[src/hdl/psl_pkg.sv]
// ----------------------------------------------------------------------------
// psl_pkg: shared types and microcode for the prime sieve lister
// Field widths, sizes, control word layout and the control store contents.
// ----------------------------------------------------------------------------
package psl_pkg;

  localparam int LIMIT_W    = 9;
  localparam int PRIME_W    = 8;
  localparam int MAX_LIMIT  = 256;
  localparam int MAP_DEPTH  = MAX_LIMIT + 1;
  localparam int RESULT_CAP = 54;
  localparam int CNT_W      = $clog2(RESULT_CAP + 1);
  localparam int PC_W       = 4;

  typedef logic [LIMIT_W-1:0]   limit_t;
  typedef logic [PRIME_W-1:0]   prime_t;
  typedef logic [CNT_W-1:0]     cnt_t;
  typedef logic [PC_W-1:0]      pc_t;
  typedef logic [2*LIMIT_W-1:0] square_t;

  // jump conditions; a true condition loads the target, else pc + 1
  typedef enum logic [3:0] {
    C_NEXT,     // never jump
    C_ALWAYS,
    C_NO_IN,    // no input transfer this cycle
    C_SMALL,    // n below two
    C_SQ_GT,    // p * p above n
    C_RD_ZERO,  // map bit read back is clear
    C_STEP_LE,  // idx + p still within n
    C_IDX_NE,   // idx has not reached n
    C_CAP       // prime found and result cap reached
  } cond_e;

  typedef enum logic [1:0] {WR_NONE, WR_FILL, WR_CLR} wr_e;
  typedef enum logic [1:0] {RD_NONE, RD_BASE, RD_IDX} rd_e;
  typedef enum logic [2:0] {IDX_HOLD, IDX_ZERO, IDX_INC, IDX_SQ, IDX_ADDP, IDX_TWO} idx_op_e;
  typedef enum logic [1:0] {BASE_HOLD, BASE_TWO, BASE_INC} base_op_e;
  typedef enum logic [1:0] {EM_NONE, EM_PEND, EM_LAST, EM_EMPTY} emit_e;

  typedef struct packed {
    cond_e    cond;
    pc_t      target;
    logic     in_rdy;
    wr_e      wr;
    rd_e      rd;
    idx_op_e  idx_op;
    base_op_e base_op;
    emit_e    emit;
    logic     capture;   // take a found prime into the pending slot
    logic     scan_clr;  // clear found count, so the pending slot counts as empty
  } cw_t;

  // step addresses
  localparam pc_t ST_IDLE  = pc_t'(0);
  localparam pc_t ST_CHK   = pc_t'(1);
  localparam pc_t ST_FILL  = pc_t'(2);
  localparam pc_t ST_BINIT = pc_t'(3);
  localparam pc_t ST_BTEST = pc_t'(4);
  localparam pc_t ST_BCHK  = pc_t'(5);
  localparam pc_t ST_MARK  = pc_t'(6);
  localparam pc_t ST_BNEXT = pc_t'(7);
  localparam pc_t ST_SINIT = pc_t'(8);
  localparam pc_t ST_SRD   = pc_t'(9);
  localparam pc_t ST_SCHK  = pc_t'(10);
  localparam pc_t ST_SNEXT = pc_t'(11);
  localparam pc_t ST_FINAL = pc_t'(12);
  localparam pc_t ST_EMPTY = pc_t'(13);

  localparam cw_t CW_NOP = '{cond: C_NEXT, target: ST_IDLE, in_rdy: 1'b0, wr: WR_NONE,
                             rd: RD_NONE, idx_op: IDX_HOLD, base_op: BASE_HOLD,
                             emit: EM_NONE, capture: 1'b0, scan_clr: 1'b0};

  function automatic cw_t ucode(pc_t pc);
    cw_t cw;
    cw = CW_NOP;
    case (pc)
      ST_IDLE: begin
        cw.in_rdy = 1'b1; cw.idx_op = IDX_ZERO;
        cw.cond = C_NO_IN; cw.target = ST_IDLE;
      end
      ST_CHK: begin
        cw.cond = C_SMALL; cw.target = ST_EMPTY;
      end
      ST_FILL: begin
        cw.wr = WR_FILL; cw.idx_op = IDX_INC;
        cw.cond = C_IDX_NE; cw.target = ST_FILL;
      end
      ST_BINIT: begin
        cw.base_op = BASE_TWO;
      end
      ST_BTEST: begin
        cw.rd = RD_BASE; cw.idx_op = IDX_SQ;
        cw.cond = C_SQ_GT; cw.target = ST_SINIT;
      end
      ST_BCHK: begin
        cw.cond = C_RD_ZERO; cw.target = ST_BNEXT;
      end
      ST_MARK: begin
        cw.wr = WR_CLR; cw.idx_op = IDX_ADDP;
        cw.cond = C_STEP_LE; cw.target = ST_MARK;
      end
      ST_BNEXT: begin
        cw.base_op = BASE_INC;
        cw.cond = C_ALWAYS; cw.target = ST_BTEST;
      end
      ST_SINIT: begin
        cw.idx_op = IDX_TWO; cw.scan_clr = 1'b1;
      end
      ST_SRD: begin
        cw.rd = RD_IDX;
      end
      ST_SCHK: begin
        cw.emit = EM_PEND; cw.capture = 1'b1;
        cw.cond = C_CAP; cw.target = ST_FINAL;
      end
      ST_SNEXT: begin
        cw.idx_op = IDX_INC;
        cw.cond = C_IDX_NE; cw.target = ST_SRD;
      end
      ST_FINAL: begin
        cw.emit = EM_LAST;
        cw.cond = C_ALWAYS; cw.target = ST_IDLE;
      end
      ST_EMPTY: begin
        cw.emit = EM_EMPTY;
        cw.cond = C_ALWAYS; cw.target = ST_IDLE;
      end
      default: begin
        cw.cond = C_ALWAYS; cw.target = ST_IDLE;
      end
    endcase
    return cw;
  endfunction

endpackage

[src/hdl/psl_in_if.sv]
// ----------------------------------------------------------------------------
// psl_in_if: limit channel
// Valid/ready channel carrying one upper limit per transfer.
// ----------------------------------------------------------------------------
interface psl_in_if;
  logic            valid;
  logic            ready;
  psl_pkg::limit_t limit;

  modport source (output valid, output limit, input ready);
  modport sink   (input valid, input limit, output ready);
endinterface

[src/hdl/psl_out_if.sv]
// ----------------------------------------------------------------------------
// psl_out_if: prime result channel
// Valid/ready channel carrying one listed prime, or an empty result, per transfer.
// ----------------------------------------------------------------------------
interface psl_out_if;
  logic            valid;
  logic            ready;
  psl_pkg::prime_t prime_value;
  logic            valid_res;
  logic            last;

  modport source (output valid, output prime_value, output valid_res, output last,
                  input ready);
  modport sink   (input valid, input prime_value, input valid_res, input last,
                  output ready);
endinterface

[src/hdl/prime_sieve_lister_unit.sv]
// ----------------------------------------------------------------------------
// prime_sieve_lister_unit: microcoded sieve of Eratosthenes
// Lists all primes up to a given limit, in rising order, last one flagged.
// ----------------------------------------------------------------------------
// Flow: a limit below two gives one empty result flagged last. Otherwise map entries
// 0..n are filled, each base p with p*p <= n is read and, if still marked, its multiples
// from p*p up to n are cleared; then 2..n are scanned and every prime found is listed.
// One item at a time; a result step holds while the output register is still full.
// Reset (async, active low) returns the sequencer to idle and drops out valid;
// the map itself is not cleared, every item rewrites 0..n before reading.
// ----------------------------------------------------------------------------
module prime_sieve_lister_unit (
  input  logic          clk_i,
  input  logic          rst_ni,
  psl_in_if.sink        req_i,
  psl_out_if.source     res_o
);

  // --------------------------------------------------------------------------
  // Sequencer
  // --------------------------------------------------------------------------
  psl_pkg::pc_t    pc_q, pc_d;
  psl_pkg::cw_t    cw;

  // datapath registers
  psl_pkg::limit_t n_q;       // saturated limit
  psl_pkg::limit_t base_q;    // sieve base p
  psl_pkg::limit_t idx_q;     // map index (fill, multiples, scan)
  logic            rd_q;      // registered map read data
  psl_pkg::prime_t pend_q;    // prime held back until we know if it is the last
  psl_pkg::cnt_t   found_q;   // primes taken into the pending slot

  // output register
  logic            out_vld_q;
  psl_pkg::prime_t out_prime_q;
  logic            out_res_q;
  logic            out_last_q;

  logic            map_q [psl_pkg::MAP_DEPTH];

  logic            in_xfer;
  logic            emit_req;
  logic            stall;
  logic            adv;
  logic            jump;
  psl_pkg::square_t sq;
  psl_pkg::limit_t idx_step;
  psl_pkg::limit_t lim_sat;
  psl_pkg::limit_t rd_addr;
  logic            prime_hit;

  assign cw = psl_pkg::ucode(pc_q);

  assign req_i.ready = cw.in_rdy;
  assign in_xfer     = req_i.valid & cw.in_rdy;

  assign lim_sat = (req_i.limit > psl_pkg::limit_t'(psl_pkg::MAX_LIMIT)) ?
                   psl_pkg::limit_t'(psl_pkg::MAX_LIMIT) : req_i.limit;

  assign sq        = psl_pkg::square_t'(base_q) * psl_pkg::square_t'(base_q);
  assign idx_step  = idx_q + base_q;
  assign prime_hit = rd_q;

  // A result step waits while the output register still holds an untaken result
  always_comb begin
    case (cw.emit)
      psl_pkg::EM_PEND:  emit_req = prime_hit & (found_q != '0);
      psl_pkg::EM_LAST:  emit_req = 1'b1;
      psl_pkg::EM_EMPTY: emit_req = 1'b1;
      default:           emit_req = 1'b0;
    endcase
  end

  assign stall = emit_req & out_vld_q & ~res_o.ready;
  assign adv   = ~stall;

  always_comb begin
    case (cw.cond)
      psl_pkg::C_ALWAYS:  jump = 1'b1;
      psl_pkg::C_NO_IN:   jump = ~in_xfer;
      psl_pkg::C_SMALL:   jump = (n_q < psl_pkg::limit_t'(2));
      psl_pkg::C_SQ_GT:   jump = (sq > psl_pkg::square_t'(n_q));
      psl_pkg::C_RD_ZERO: jump = ~rd_q;
      psl_pkg::C_STEP_LE: jump = (idx_step <= n_q);
      psl_pkg::C_IDX_NE:  jump = (idx_q != n_q);
      psl_pkg::C_CAP:     jump = prime_hit &
                                 (found_q == psl_pkg::cnt_t'(psl_pkg::RESULT_CAP - 1));
      default:            jump = 1'b0;
    endcase
  end

  always_comb begin
    if (!adv) begin
      pc_d = pc_q;
    end else if (jump) begin
      pc_d = cw.target;
    end else begin
      pc_d = pc_q + psl_pkg::pc_t'(1);
    end
  end

  // --------------------------------------------------------------------------
  // Control state and datapath
  // --------------------------------------------------------------------------
  always_ff @(posedge clk_i or negedge rst_ni) begin
    if (!rst_ni) begin
      pc_q      <= psl_pkg::ST_IDLE;
      out_vld_q <= 1'b0;
      found_q   <= '0;
      base_q    <= '0;
      idx_q     <= '0;
    end else begin
      pc_q <= pc_d;

      if (emit_req && adv) begin
        out_vld_q <= 1'b1;
      end else if (res_o.ready) begin
        out_vld_q <= 1'b0;
      end

      if (adv) begin
        case (cw.idx_op)
          psl_pkg::IDX_ZERO: idx_q <= '0;
          psl_pkg::IDX_INC:  idx_q <= idx_q + psl_pkg::limit_t'(1);
          psl_pkg::IDX_SQ:   idx_q <= sq[psl_pkg::LIMIT_W-1:0];
          psl_pkg::IDX_ADDP: idx_q <= idx_step;
          psl_pkg::IDX_TWO:  idx_q <= psl_pkg::limit_t'(2);
          default:           idx_q <= idx_q;
        endcase

        case (cw.base_op)
          psl_pkg::BASE_TWO: base_q <= psl_pkg::limit_t'(2);
          psl_pkg::BASE_INC: base_q <= base_q + psl_pkg::limit_t'(1);
          default:           base_q <= base_q;
        endcase

        if (cw.scan_clr) begin
          found_q <= '0;
        end else if (cw.capture && prime_hit) begin
          found_q <= found_q + psl_pkg::cnt_t'(1);
        end
      end
    end
  end

  // payload registers, no reset
  always_ff @(posedge clk_i) begin
    if (in_xfer) begin
      n_q <= lim_sat;
    end
    if (adv && cw.capture && prime_hit) begin
      pend_q <= idx_q[psl_pkg::PRIME_W-1:0];
    end
    if (emit_req && adv) begin
      case (cw.emit)
        psl_pkg::EM_PEND: begin
          out_prime_q <= pend_q;
          out_res_q   <= 1'b1;
          out_last_q  <= 1'b0;
        end
        psl_pkg::EM_LAST: begin
          out_prime_q <= pend_q;
          out_res_q   <= 1'b1;
          out_last_q  <= 1'b1;
        end
        default: begin
          out_prime_q <= '0;
          out_res_q   <= 1'b0;
          out_last_q  <= 1'b1;
        end
      endcase
    end
  end

  // --------------------------------------------------------------------------
  // Candidate map: one write or one registered read per cycle
  // --------------------------------------------------------------------------
  assign rd_addr = (cw.rd == psl_pkg::RD_BASE) ? base_q : idx_q;

  always_ff @(posedge clk_i) begin
    if (adv) begin
      case (cw.wr)
        psl_pkg::WR_FILL: map_q[idx_q] <= (idx_q >= psl_pkg::limit_t'(2));
        psl_pkg::WR_CLR:  map_q[idx_q] <= 1'b0;
        default:          ;
      endcase
      if (cw.rd != psl_pkg::RD_NONE) begin
        rd_q <= map_q[rd_addr];
      end
    end
  end

  assign res_o.valid       = out_vld_q;
  assign res_o.prime_value = out_prime_q;
  assign res_o.valid_res   = out_res_q;
  assign res_o.last        = out_last_q;

endmodule
[src/flat_wrapper.sv]
// flat-port wrapper written by rule: the top's interface ports become plain ports
module prime_sieve_lister_unit_flat 
  (clk_i, rst_ni, req_i_valid, req_i_limit, req_i_ready, res_o_valid, res_o_prime_value, res_o_valid_res, res_o_last, res_o_ready);
  psl_in_if req_i_i ();
  psl_out_if res_o_i ();
  input  logic clk_i;
  input  logic rst_ni;
  input wire logic [$bits(req_i_i.valid)-1:0] req_i_valid;
  input wire logic [$bits(req_i_i.limit)-1:0] req_i_limit;
  output wire logic [$bits(req_i_i.ready)-1:0] req_i_ready;
  output wire logic [$bits(res_o_i.valid)-1:0] res_o_valid;
  output wire logic [$bits(res_o_i.prime_value)-1:0] res_o_prime_value;
  output wire logic [$bits(res_o_i.valid_res)-1:0] res_o_valid_res;
  output wire logic [$bits(res_o_i.last)-1:0] res_o_last;
  input wire logic [$bits(res_o_i.ready)-1:0] res_o_ready;
  assign req_i_i.valid = req_i_valid;
  assign req_i_i.limit = req_i_limit;
  assign req_i_ready = req_i_i.ready;
  assign res_o_valid = res_o_i.valid;
  assign res_o_prime_value = res_o_i.prime_value;
  assign res_o_valid_res = res_o_i.valid_res;
  assign res_o_last = res_o_i.last;
  assign res_o_i.ready = res_o_ready;
  prime_sieve_lister_unit u_core (.clk_i(clk_i), .rst_ni(rst_ni), .req_i(req_i_i), .res_o(res_o_i));
endmodule
[config.mk]
export PLATFORM = sky130hd
export DESIGN_NAME = prime_sieve_lister_unit_flat
export DESIGN_NICKNAME = d
export VERILOG_FILES = /design/src/hdl/psl_pkg.sv /design/src/hdl/psl_in_if.sv /design/src/hdl/psl_out_if.sv /design/src/hdl/prime_sieve_lister_unit.sv /design/src/flat_wrapper.sv
export SDC_FILE = /design/constraint.sdc
export NUM_CORES = 1
export LEC_CHECK = 0
export BUFFER_PORTS_ARGS = -buffer_cell sky130_fd_sc_hd__buf_2
export CORE_ASPECT_RATIO = 2
export CORE_MARGIN = 2
export CORE_UTILIZATION = 25
export DETAILED_ROUTE_END_ITERATION = 10
export PLACE_DENSITY = 0.38
export SETUP_SLACK_MARGIN = 0.4
export SKIP_LAST_GASP = 1
export SLEW_MARGIN = 30
export SYNTH_ARGS = -nofsm -noshare
export SYNTH_HDL_FRONTEND = slang
export SYNTH_SLANG_ARGS = --single-unit
[constraint.sdc]
create_clock -name clk_i -period 35.8 [get_ports clk_i]
set_input_delay 5.37 -clock clk_i [delete_from_list [all_inputs] [get_ports clk_i]]
set_output_delay 5.37 -clock clk_i [all_outputs]
set_load 0.03 [all_outputs]
[After elaboration in Yosys (flattened, before gate mapping)]
Memories as Yosys holds them, arrays and structs flattened. A register that Yosys moved wholly into a read port is not among the register bits.
Cells that the tools add are included.
Storage, ports and cells
  bits in writable memories: 257
  output and inout port bits: 12
  ROM bits: 0
  input port bits: 13
  memories: 1
  register bits: 56
  latch bits: 0
Cells by class
  divide/modulo/power cells: 0
  muxes and demuxes: 28
  $mul: 1
  reduce and logical (&&, ||, !) cells: 19
  bitwise logic cells: 10
  shifts and indexed selects: 0
  equality and inequality tests: 36
  add/subtract/negate cells: 5
  order comparisons: 5
Memory list
  u_core.map_q: depth 257, bits a word 1, rd ports 1, clocked after Yosys merged registers in 1, wr ports 1, RTL line prime_sieve_lister_unit.sv:39  | logic map_q [psl_pkg::MAP_DEPTH];
Operator list (count)
  8-bit case mux with 10 select lines: 1
  9-bit case mux with 5 select lines: 1
  4-bit by 3-bit equality test with 1-bit output, second input constant: 8
  4-bit equality test, second input constant: 7
  9-bit by 1-bit adder with 9-bit output, second input constant: 2
  18-bit by 9-bit > comparator with 1-bit output: 1
  9-bit by 9-bit multiplier with 18-bit output: 1
  9-bit case mux with 2 select lines: 1
  4-bit by 2-bit equality test with 1-bit output, second input constant: 4
  3-bit case mux with 5 select lines: 1
  1-bit 2-to-1 mux: 14
  6-bit 2-to-1 mux: 2
  2-bit case mux with 2 select lines: 3
  9-bit adder: 1
  9-bit by 2-bit >= comparator with 1-bit output, second input constant: 1
  9-bit > comparator, second input constant: 1
  9-bit <= comparator: 1
  9-bit by 2-bit < comparator with 1-bit output, second input constant: 1
  9-bit 2-to-1 mux: 1
  9-bit != test: 1
  2-bit by 1-bit equality test with 1-bit output, second input constant: 4
  2-bit equality test, second input constant: 4
  4-bit by 1-bit equality test with 1-bit output, second input constant: 2
  1-bit case mux with 8 select lines: 1
  other kinds (20): 40

[Depth between registers and ports, before layout]
Gate-level depths: netlist of run 1.
  word-level depth: 10
  gate-level depth with buffers: 23

[Worst setup path before layout of run 1]
OpenSTA, ideal clock, no wires.
  path kind: input to register
  start point: in res_o_ready
  end point: mem u_core.map_q[0] (data pin)
  required time: 34.064 ns
  path slack: 20.936 ns
  arrival time: 13.128 ns
  setup time: 1.736 ns
  buffers on the path: 1
  cell stages on the path: 4
  cells stage by stage: nand2b_1 > or2_0 > clkbuf_1 > a31oi_1
Between the ends
  longest elaborated chain between the ends: 5
Ends and longest elaborated chain
  start, declared: RTL line flat_wrapper.sv:15  | input wire logic [$bits(res_o_i.ready)-1:0] res_o_ready;
  1-bit NOT: RTL line prime_sieve_lister_unit.sv:74  | assign stall = emit_req & out_vld_q & ~res_o.ready;
  1-bit bitwise AND: RTL line prime_sieve_lister_unit.sv:74
  1-bit 2-to-1 mux: RTL line prime_sieve_lister_unit.sv:181  | if (adv) begin
  1-bit 2-to-1 mux (implied by the code): RTL line prime_sieve_lister_unit.sv:184  | psl_pkg::WR_CLR: map_q[idx_q] <= 1'b0;
  1-bit 2-to-1 mux (no line)
  end, declared: RTL line prime_sieve_lister_unit.sv:39
No other way between the ends.

[Worst setup path after layout of run 1]
  start point: reg u_core.pc_q[1]
  end point: out req_i_ready
Between the ends
  longest elaborated chain between the ends: 2
Ends and longest elaborated chain
  start, declared: RTL line prime_sieve_lister_unit.sv:22  | psl_pkg::pc_t pc_q, pc_d;
  start signal, assigned: RTL line prime_sieve_lister_unit.sv:107  | pc_q <= psl_pkg::ST_IDLE;
  start signal, assigned: RTL line prime_sieve_lister_unit.sv:113  | pc_q <= pc_d;
  4-bit logical NOT: RTL line psl_pkg.sv:76  | case (pc)
  1-bit 2-to-1 mux: RTL line psl_pkg.sv:76
  end, declared: RTL line flat_wrapper.sv:10  | output wire logic [$bits(req_i_i.ready)-1:0] req_i_ready;
No other way between the ends.

==> results of run 1 <==
[registers in the layout, indices dropped and copies added, names as in the netlist]
name / cells
u_core.res_o.prime_value: 8
u_core.n_q: 9
u_core.res_o.last: 1
u_core.res_o.valid: 1
u_core.res_o.valid_res: 1
u_core.base_q: 9
u_core.pend_q: 8
u_core.map_q: 257
u_core.idx_q: 9
u_core.pc_q: 4
u_core.found_q: 6
u_core.prime_hit: 1
[how the worst max path moves through the flow]
| stage | endpoint | slack, ns |
|---|---|---|
| 2_1_floorplan | u_core.map_q[0] | 20.94 |
| 3_3_place_gp | u_core.idx_q[2] | 27.94 |
| 3_5_place_dp | u_core.idx_q[2] | 27.86 |
| 4_1_cts | req_i_ready | 28.04 |
| 5_1_grt | req_i_ready | 27.94 |
| 6_report | req_i_ready | 28.06 |
[cell usage in the layout (no fill, tap or decap), types with 8 or more instances in the layout]
cell type  instances
nor2b_1           24
clkinv_2           9
inv_1             92
dfrtp_1           29
ha_1              71
clkbuf_16         38
nand2b_1           8
or3_1             13
edfxtp_1         285
nand2_1          153
o21ai_0           39
a21o_1             9
a311oi_1          10
nand4_1           14
and3_1            18
o31ai_1           11
buf_4             18
xnor2_1           16
nand3_1           48
nor3_1            21
a31oi_1           15
buf_2             24
nor2_1           292
fa_1              36
mux2i_1           17
a221oi_1           8
a21oi_1           40
and2_1            36
clkinv_1          11
xor2_1            16
mux4_2            46
[final cells by class]
class,instances,area (um^2),share of cell area (%)
inverters,93,349,1.74
clock inverters,26,269,1.34
flip-flops and latches,314,9280,46.4
well taps,910,1140,5.68
clock buffers,42,986,4.92
multi-input cells,1077,7700,38.4
repair buffers,44,303,1.51
[where the power goes]
group	total (mW)	internal, mW	leakage, nW	switching, mW
logic	0.394	0.127	3.39	0.267
clock network	0.394	0.235	0.623	0.159
registers	0.496	0.482	2.99	0.0139
total	1.28	0.844	7.01	0.440
[metrics by stage]
| step | worst slack (ns) | cell area [um^2] | std cells | utilization, % |
|---|---|---|---|---|
| 2_1_floorplan | 20.94 | 17700 | 1583 | - |
| 3_3_place_gp | 27.94 | 18700 | 2437 | 26.6 |
| 3_5_place_dp | 27.86 | 18700 | 2437 | 26.6 |
| 4_1_cts | 28.04 | 20000 | 2505 | 28.4 |
| 5_1_grt | 27.94 | 20000 | 2506 | 28.4 |
| 6_report | 28.06 | 20000 | 2506 | 28.4 |
[cell families after synthesis]
group | after synthesis
buffers and inverters | 192
flip-flops | 314
XOR/XNOR | 32
multiplexers | 77
AO/OA/AOI/OAI | 203
AND/OR/NAND/NOR | 658
adder cells (fa/ha/maj) | 107
[per-layer routing]
layer | track usage [%] | vias to the layer above
li1 | - | 5639
met1 | 20.6 | 6157
met2 | 24.2 | 216
met3 | 1.62 | 63
met4 | 4.48 | 0
met5 | 0 | -
[worst max-delay path: stages, from the launching register on]
cell,delay [ns]
dfrtp_1,0.44
inv_1,0.11
ha_1,0.53
nor3b_2,0.46
buf_2,0.27
[synthesized netlist by cell type, types with 6 or more instances]
| cell type | n |
|---|---|
| nor3_1 | 21 |
| dfrtp_1 | 29 |
| and3_1 | 18 |
| clkbuf_1 | 70 |
| a22oi_1 | 6 |
| nor3b_1 | 6 |
| nor4_1 | 7 |
| ha_1 | 71 |
| a211oi_1 | 6 |
| xor2_1 | 16 |
| nand4_1 | 14 |
| edfxtp_1 | 285 |
| o21ai_0 | 39 |
| nor2_1 | 292 |
| xnor2_1 | 16 |
| o31ai_1 | 11 |
| a21o_1 | 9 |
| a311oi_1 | 10 |
| nand2_1 | 153 |
| nand2b_1 | 8 |
| or3_1 | 13 |
| nor2b_1 | 24 |
| and2_1 | 36 |
| buf_6 | 6 |
| a31oi_1 | 16 |
| mux2i_1 | 21 |
| a21oi_1 | 40 |
| buf_1 | 7 |
| mux2_2 | 6 |
| nand3_1 | 48 |
| a221oi_1 | 8 |
| mux4_2 | 46 |
| fa_1 | 36 |
| buf_2 | 11 |
| inv_1 | 92 |
==> results.yml, run 1 <==
status:
  outcome: "complete, no violations"
grt:
  pin_count_of_the_biggest_net_entering_global_routing: 258
  wire_length_of_the_first_global_routing_pass_mm: 80.8
  globalRouteOverflowTotal: 0
  groute.usage.overall_pct: 14.8
  antenna_violations_before_repair: 0
  first_global_vias: 12400
sta:
  layout_min_cycle_time_ns: 7.74
  slew_violations: 0
  tightestPinTransition_ns: 0.910
  report.final.hold_viol_count: 0
  timing.slew.headroom_pct: 39.2
  timing.final.crit_share_pct: 21.6
  whs_ns: 0.521
  timing.fmax_mhz: 129
  report.final.setup_viol: 0
  setup_repair_after_global_routing_missed_its_margin: "false"
  fin_skew_ns: 0.0225
  fin_tns_setup_ns: 0
yosys:
  compound_gate_fraction_of_synth_area_pct: 7.84
  synth_area_leader_cell: "edfxtp_1"
  seq_area_frac_synth_pct: 52.4
  synth-edff-count: 285
  syn-num-nets: 1703
  syn_area_mm2: 0.0177
  yosys_warnings: 0
  synth_top_family_by_area: "simple AND/OR/NAND/NOR gates"
  ys_seq_elements: 314
  asyncSetResetFlopFracSynth_pct: 9.24
  post-synth-top-area-fraction_pct: 48.3
  synth_mux_area_share_pct: 7.90
  synthCells: 1583
  xor_xnor_fraction_of_synth_area_pct: 1.58
  cells_taking_the_most_area_after_synthesis: "edfxtp_1, nor2_1, mux4_2, ha_1, dfrtp_1"
  dominantRegCellSynth: "edfxtp_1"
  yosys.area_share.simple_pct: 16.8
  yosysUniqueCellTypes: 77
  synthesis.area_per_instance_um2: 11.2
  synth_fa_ha_area_share_pct: 9.07
die:
  die_height_um: 381
  starting_density_of_the_core_pct: 25.2
  fp-row-count: 138
  ios: 25
  design.die.area_mm2: 0.0732
  die_width_um: 192
  core_mm2: 0.0704
critical_path:
  timing.rr.start: "u_core.base_q[6]"
  worst_r2r_endpoint: "u_core.pc_q[3]"
  rr_worst_depth: 21
  worst_setup_path_start_kind: "flip-flop"
  register_to_register_setup_slack_ns: 28.75
  cp.required_ns: 30.43
  cp_max_fo: 14
  critical_path.endpoint_type: "output port"
  cp.arrival_ns: 2.37
  critical_path_class: "flip-flop to output port"
  timing.critical_path.from: "u_core.pc_q[1]"
job:
  cap_viol_max_count: 0
drt:
  route.vias.total: 12100
  met3RoutedLength_mm: 1.79
  drt_pass1_iterations: 5
  wl_met2_mm: 25.6
  drt_wl_cell_um: 21.3
  post-route-drc-count: 0
  totalWireLength_mm: 53.3
  detail_route.vias_per_cell: 4.82
  drt_antenna_net_count: 0
  detail_route.wirelength.met1_mm: 24.7
  drt_iter0_markers: 835
  top_sig_layer: "met4"
cts:
  clk_root_buffer_cell: "clkbuf_16"
  htree_levels: 2
  post-cts-setup-buffers: 0
  tritoncts.num_buffers: 37
  clock_tree.buffer_depth: 3
  cts_repair_resize_count: 0
  clock_tree_from_tritoncts: "done"
  quantity_of_hold_fixing_buffers_added_after_cts: 0
  insertion_delay_ns: 0.57
  clk_pin_slew_ns: 0.06
  cts_sinks: 314
cells_and_area:
  antenna_cells_inserted: 0
  synthToLayoutAreaGrowth_pct: 12.9
  drive_gt1_share_pct: 10.6
  finish.net_count: 1687
  fillers: 7425
placed_design:
  port_buffers: 24
  detailed_place_hpwl_mm: 34.1
  gp_congestion: 0.767
pwr:
  vdd.ir_drop.worst_v: 0.0000465
  leakage_nw: 7.01
  totalPowerFinal_mw: 1.28
  power_density_mw_per_mm2: 64.1
hold_path:
  min_delay_worst_endpoint: "u_core.res_o.prime_value[5]"
  hold_path.startpoint: "u_core.pend_q[5]"
  worstHoldPathCells: 1
  hp-class: "flip-flop to flip-flop"
Power figures use the tool's default switching activity.
==> run 2: changes to the inputs <==
clock period = 8 ns   (was 35.8 ns; I/O delays follow)
==> run 2 against run 1 <==
Against the previous run: clock power rose to 4.1 times the previous value; design area is 0.52% lower; global-route usage grew 0.24 points; die area unchanged; clock skew rose by 0.0062 ns; count of clock-buffer cells in the layout increased by 3; sequential power rose to 4.5 times the previous value; utilization shrank 0.15 points; final cell count is 0.12% lower; worst setup slack got worse by 26 ns; critical path type is now flip-flop to flip-flop; largest cell class unchanged.
==> results.yml, run 2 (synthesized netlist as in run 1, its figures left out) <==
cells_and_area:
  antenna_cells_inserted: 0
  finish.net_count: 1688
  largest_reg_flops: 257
  drive_gt1_share_pct: 10.2
  synthToLayoutAreaGrowth_pct: 12.4
  final_cell_area_mm2: 0.0199
  mostFrequentLayoutCell: "nor2_1"
  regMostFlops: "u_core.map_q"
  most-common-layout-cells: "nor2_1, edfxtp_1, nand2_1"
sta:
  layout_min_cycle_time_ns: 6.20
  final_critical_path_setup_slack_ns: 1.80
  timing.final.crit_share_pct: 77.6
  tightestPinTransition_ns: 0.973
  report.final.hold_viol_count: 0
  setup_repair_after_global_routing_missed_its_margin: "false"
  fin_tns_setup_ns: 0
  slew_violations: 0
  fin_skew_ns: 0.0287
  timing.slew.headroom_pct: 34.7
  timing.fmax_mhz: 161
  report.final.setup_viol: 0
cts:
  cts_sinks: 314
  insertion_delay_ns: 0.56
  clock_tree_from_tritoncts: "done"
  post-cts-setup-buffers: 0
  clock_tree.buffer_depth: 3
  cts_repair_resize_count: 0
  clk_root_buffer_cell: "clkbuf_16"
  quantity_of_hold_fixing_buffers_added_after_cts: 0
  htree_levels: 2
  clk_pin_slew_ns: 0.06
  tritoncts.num_buffers: 37
critical_path:
  register_to_register_setup_slack_ns: 1.80
  worst_setup_path_start_kind: "flip-flop"
  critical_path.endpoint_type: "flip-flop"
  critical_path_class: "flip-flop to flip-flop"
  cp_max_fo: 12
  cp.arrival_ns: 6.63
  cp.required_ns: 8.43
  rr_worst_depth: 21
  timing.rr.start: "u_core.base_q[6]"
  worst_r2r_endpoint: "u_core.pc_q[3]"
die:
  starting_density_of_the_core_pct: 25.2
  die_height_um: 381
  core_mm2: 0.0704
  fp-row-count: 138
  design.die.area_mm2: 0.0732
  ios: 25
  die_width_um: 192
status:
  outcome: "complete, no violations"
placed_design:
  gp_congestion: 0.759
  port_buffers: 24
  pre_cts_ws_ns: 1.75
  placed_area_mm2: 0.0188
  detailed_place_hpwl_mm: 35.2
pwr:
  power_density_mw_per_mm2: 282
  vdd.ir_drop.worst_v: 0.000249
  totalPowerFinal_mw: 5.62
  leakage_nw: 6.94
drt:
  totalWireLength_mm: 54.1
  route.vias.total: 12100
  post-route-drc-count: 0
  drt_wl_cell_um: 21.6
  drt_iter0_markers: 812
  detail_route.vias_per_cell: 4.82
  drt_antenna_net_count: 0
  drt_pass1_iterations: 5
job:
  cap_viol_max_count: 0
grt:
  gr-usage-met3_pct: 1.84
  grt_most_used_layer: "met2"
  first_global_vias: 12300
  antenna_violations_before_repair: 0
  global_route.usage.met1_pct: 21.3
  wire_length_of_the_first_global_routing_pass_mm: 82.0
  globalRouteOverflowTotal: 0
  groute.usage.overall_pct: 15.1
  pin_count_of_the_biggest_net_entering_global_routing: 151
  met2_usage_grt_pct: 24.3
hold_path:
  worstHoldPathCells: 1
  min_delay_worst_endpoint: "u_core.res_o.prime_value[6]"
  hp-class: "flip-flop to flip-flop"
  hold_path.startpoint: "u_core.pend_q[6]"
run 2: changes by cell type in the layout (fill, tap and decap cells not counted), sizes merged:
| cell | before | now |
|---|---|---|
| inv | 93 | 92 |
| clkinv | 21 | 18 |
| bufinv | 5 | 2 |
| buf | 44 | 45 |
| clkbuf | 42 | 45 |
run 2: cell type report:
cell class / count / area, um^2
timing repair buffer: 45 / 323
tap: 910 / 1140
multi-input combinational: 1077 / 7700
clock inverter: 19 / 148
clock buffer: 45 / 977
fill: 7427 / 50500
sequential: 314 / 9280
inverter: 93 / 349
run 2: through the flow:
stage	hold slack, ns	util (%)	std cells
2_1_floorplan	0.451	-	1583
3_3_place_gp	0.512	26.6	2438
3_5_place_dp	0.509	26.7	2439
4_1_cts	0.515	28.3	2503
5_1_grt	0.534	28.3	2503
6_report	0.512	28.3	2503
run 2: layer usage:
metal / wire (um) / vias to the layer above / part of all wire [%]
met4: 1120 / 0 / 2.1
met1: 25300 / 6151 / 47
met2: 25800 / 234 / 48
met5: 0 / - / 0
met3: 1920 / 55 / 3.6
li1: - / 5633 / -
run 2: worst max-delay path by stage:
stage / from / end / slack, ns / cells after the start
after floorplan: u_core.pc_q[0] / u_core.map_q[0] / 2.38 / 13
after global placement: u_core.base_q[6] / u_core.pc_q[3] / 1.83 / 21
after detailed placement: u_core.base_q[6] / u_core.pc_q[3] / 1.75 / 21
after CTS: u_core.base_q[6] / u_core.pc_q[3] / 1.71 / 21
after global routing: u_core.base_q[6] / u_core.pc_q[3] / 1.33 / 21
final: u_core.base_q[6] / u_core.pc_q[3] / 1.80 / 21
run 2: worst max-delay path, cell delays in order (launching register included):
cell,delay (ns)
dfrtp_1,0.58
clkinv_1,0.35
nor2_1,0.24
fa_1,0.47
fa_1,0.47
ha_1,0.29
inv_1,0.05
fa_1,0.53
inv_1,0.05
ha_1,0.34
nor2b_1,0.18
o31ai_1,0.26
a21boi_0,0.38
ha_1,0.19
and3_1,0.15
nand3_1,0.07
o22ai_1,0.15
o22ai_1,0.12
or4_1,0.52
a211o_1,0.36
a311oi_1,0.26
nor2_1,0.08
run 2: where the power goes:
part	switching (mW)	internal, mW
combinational	1.19	0.571
clock	0.695	0.932
sequential	0.0778	2.16
==> run 3: changes to the inputs <==
ABC_AREA = 1   (was not set)
PLACE_DENSITY = 0.39   (was 0.38)
clock period = 5.2 ns   (was 8 ns; I/O delays follow)
==> run 3 against run 2 <==
Against the previous run: via count increased by 27%; non-clock buffer count increased by 72; sequential share of layout area decreased by 4.5 points; global-route usage increased by 2.6 points; synthesized cell count increased by 44%; combinational power increased to 3.6 times the previous value; final cell count increased by 35%; first-iteration DRC count increased by 10%; design area increased by 11%; flip-flop and latch count unchanged; total power increased by 130%; die area increased by 6.9%.
==> results.yml, run 3 <==
critical_path:
  worst_setup_path_start_kind: "flip-flop"
  cp_max_fo: 4
  timing.critical_path.slowest_cell_delay_ns: 0.56
  critical_path_class: "flip-flop to flip-flop"
  path_common_cell: "nand2_1"
  critical_path.slowest_cell: "fa_1"
  cp.arrival_ns: 5.39
  cp.required_ns: 5.68
  critical_path.endpoint_type: "flip-flop"
die:
  design.die.area_mm2: 0.0782
  starting_density_of_the_core_pct: 25.3
  die_width_um: 199
  die_height_um: 394
  core_mm2: 0.0750
  ios: 25
  fp-row-count: 142
cts:
  insertion_delay_ns: 0.61
  clk_pin_slew_ns: 0.07
  quantity_of_hold_fixing_buffers_added_after_cts: 0
  clk_root_buffer_cell: "clkbuf_16"
  tritoncts.num_buffers: 31
  clock_tree.buffer_depth: 3
  htree_levels: 1
  clock_tree_from_tritoncts: "done"
  cts_sinks: 314
drt:
  drt_wl_cell_um: 20.3
  drt_antenna_net_count: 0
  detail_route.vias_per_cell: 4.55
  drt_pass1_iterations: 5
  drt_iter0_markers: 895
  post-route-drc-count: 0
  route.vias.total: 15300
  totalWireLength_mm: 68.6
placed_design:
  detailed_place_hpwl_mm: 49.6
  port_buffers: 24
  placed_area_mm2: 0.0206
  pre_cts_ws_ns: -0.0188
  gp_congestion: 0.865
yosys:
  asyncSetResetFlopFracSynth_pct: 9.24
  synthesis.area_per_instance_um2: 8.33
  yosysUniqueCellTypes: 44
  synth_area_leader_cell: "edfxtp_1"
  cells_taking_the_most_area_after_synthesis: "edfxtp_1, nand2_1, inv_1, nand3_1, nor2_1"
  synth-edff-count: 285
  synth_top_cells_by_count: "nand2_1, inv_1, nor2_1"
  dominantRegCellSynth: "edfxtp_1"
  synthCells: 2277
  post-synth-top-area-fraction_pct: 45.1
  seq_area_frac_synth_pct: 48.9
  syn_area_mm2: 0.0190
  yosys_warnings: 0
  ys_seq_elements: 314
  top_count_cell_post_synth: "nand2_1"
  syn-num-nets: 2397
pwr:
  leakage_nw: 9.41
  vdd.ir_drop.worst_v: 0.000566
  power_density_mw_per_mm2: 578
  totalPowerFinal_mw: 12.8
sta:
  fin_skew_ns: 0.0253
  report.final.setup_viol: 0
  slew_violations: 0
  final_critical_path_setup_slack_ns: 0.287
  setup_repair_after_global_routing_missed_its_margin: "true"
  tightestPinTransition_ns: 0.888
  timing.slew.headroom_pct: 40.6
  timing.fmax_mhz: 204
  fin_tns_setup_ns: 0
  report.final.hold_viol_count: 0
  layout_min_cycle_time_ns: 4.91
  timing.final.crit_share_pct: 94.5
cells_and_area:
  finish.net_count: 2461
  drive_gt1_share_pct: 11.9
  mostFrequentLayoutCell: "nand2_1"
  largest_reg_flops: 257
  final_cell_area_mm2: 0.0221
  final_util_pct: 29.5
  most-common-layout-cells: "nand2_1, inv_1, nor2_1"
  regMostFlops: "u_core.map_q"
  fillers: 8267
  antenna_cells_inserted: 0
  synthToLayoutAreaGrowth_pct: 16.5
hold_path:
  hp-class: "primary input to async pin"
grt:
  grt_most_used_layer: "met2"
  globalRouteOverflowTotal: 0
  antenna_violations_before_repair: 0
  first_global_vias: 15700
  wire_length_of_the_first_global_routing_pass_mm: 101
  global_route.usage.met1_pct: 16.6
  pin_count_of_the_biggest_net_entering_global_routing: 136
  gr-usage-met3_pct: 1.10
  met2_usage_grt_pct: 37.1
  groute.usage.overall_pct: 17.6
status:
  outcome: "complete, no violations"
job:
  cap_viol_max_count: 0
==> run 3: metrics by stage <==
step                      hold WS [ns]  cells
final                            0.253   3373
after global routing             0.297   3373
after CTS                        0.256   3362
after detailed placement         0.504   3300
after global placement           0.499   3300
after floorplan                  0.451   2277
==> run 3: path summary, 6_finish.rpt <==
check,from,end,slack [ns],cells after the start
hold reg to reg,u_core.pend_q[2],u_core.res_o.prime_value[2],0.51,2
max in group asynchronous,rst_ni,u_core.base_q[8],4.38,1
min in group clk_i,req_i_limit[8],u_core.n_q[8],0.39,1
setup / recovery,u_core.base_q[3],u_core.pc_q[0],0.29,28
hold / removal,rst_ni,u_core.res_o.valid,0.25,1
setup reg to reg,u_core.base_q[3],u_core.pc_q[0],0.29,28
==> run 3: what timing repair did <==
action,CTS,global route
setup endpoints to repair,4,4
gates cloned,0,0
pin swaps,36,45
setup buffers,5,11
gates resized for setup,40,61
==> run 3: layer usage <==
layer	vias to the layer above	part of all wire, %
met3	113	2.2
met4	0	4.8
met2	280	60
met1	7547	33
li1	7395	-
met5	-	0
==> run 3: cells by family after synthesis <==
family | count (synthesis) | share of synthesized area (%)
AOI/OAI and AO/OA | 104 | 3.29
xor gates and xnor gates | 27 | 1.25
adders and majority gates | 107 | 8.48
buffers and inverters | 476 | 10.2
DFF | 314 | 48.9
and+or+nand+nor | 1249 | 27.9
==> run 3: area by class of cell <==
cell class / count / area [um^2] / share of cell area (%)
clock buffers: 35 / 791 / 3.58
flip-flops and latches: 314 / 9300 / 42.0
repair buffers: 117 / 926 / 4.19
clock inverters: 22 / 269 / 1.22
multi-input cells: 1487 / 8100 / 36.6
inverters: 390 / 1460 / 6.62
well taps: 1008 / 1260 / 5.71
==> run 3: critical path, delay by kind of cell (launching register included) <==
kind,cells,cell delay [ns]
buffers and inverters,5,0.44
flip-flops,1,0.46
AND/OR/NAND/NOR,18,1.46
adder cells (fa/ha/maj),5,2.40
==> run 3: report_power, final <==
group / internal, mW / total [mW] / switching [mW]
Sequential: 3.92 / 4.06 / 0.141
Combinational: 1.82 / 6.25 / 4.42
Clock: 1.39 / 2.46 / 1.07
Total: 7.14 / 12.8 / 5.63
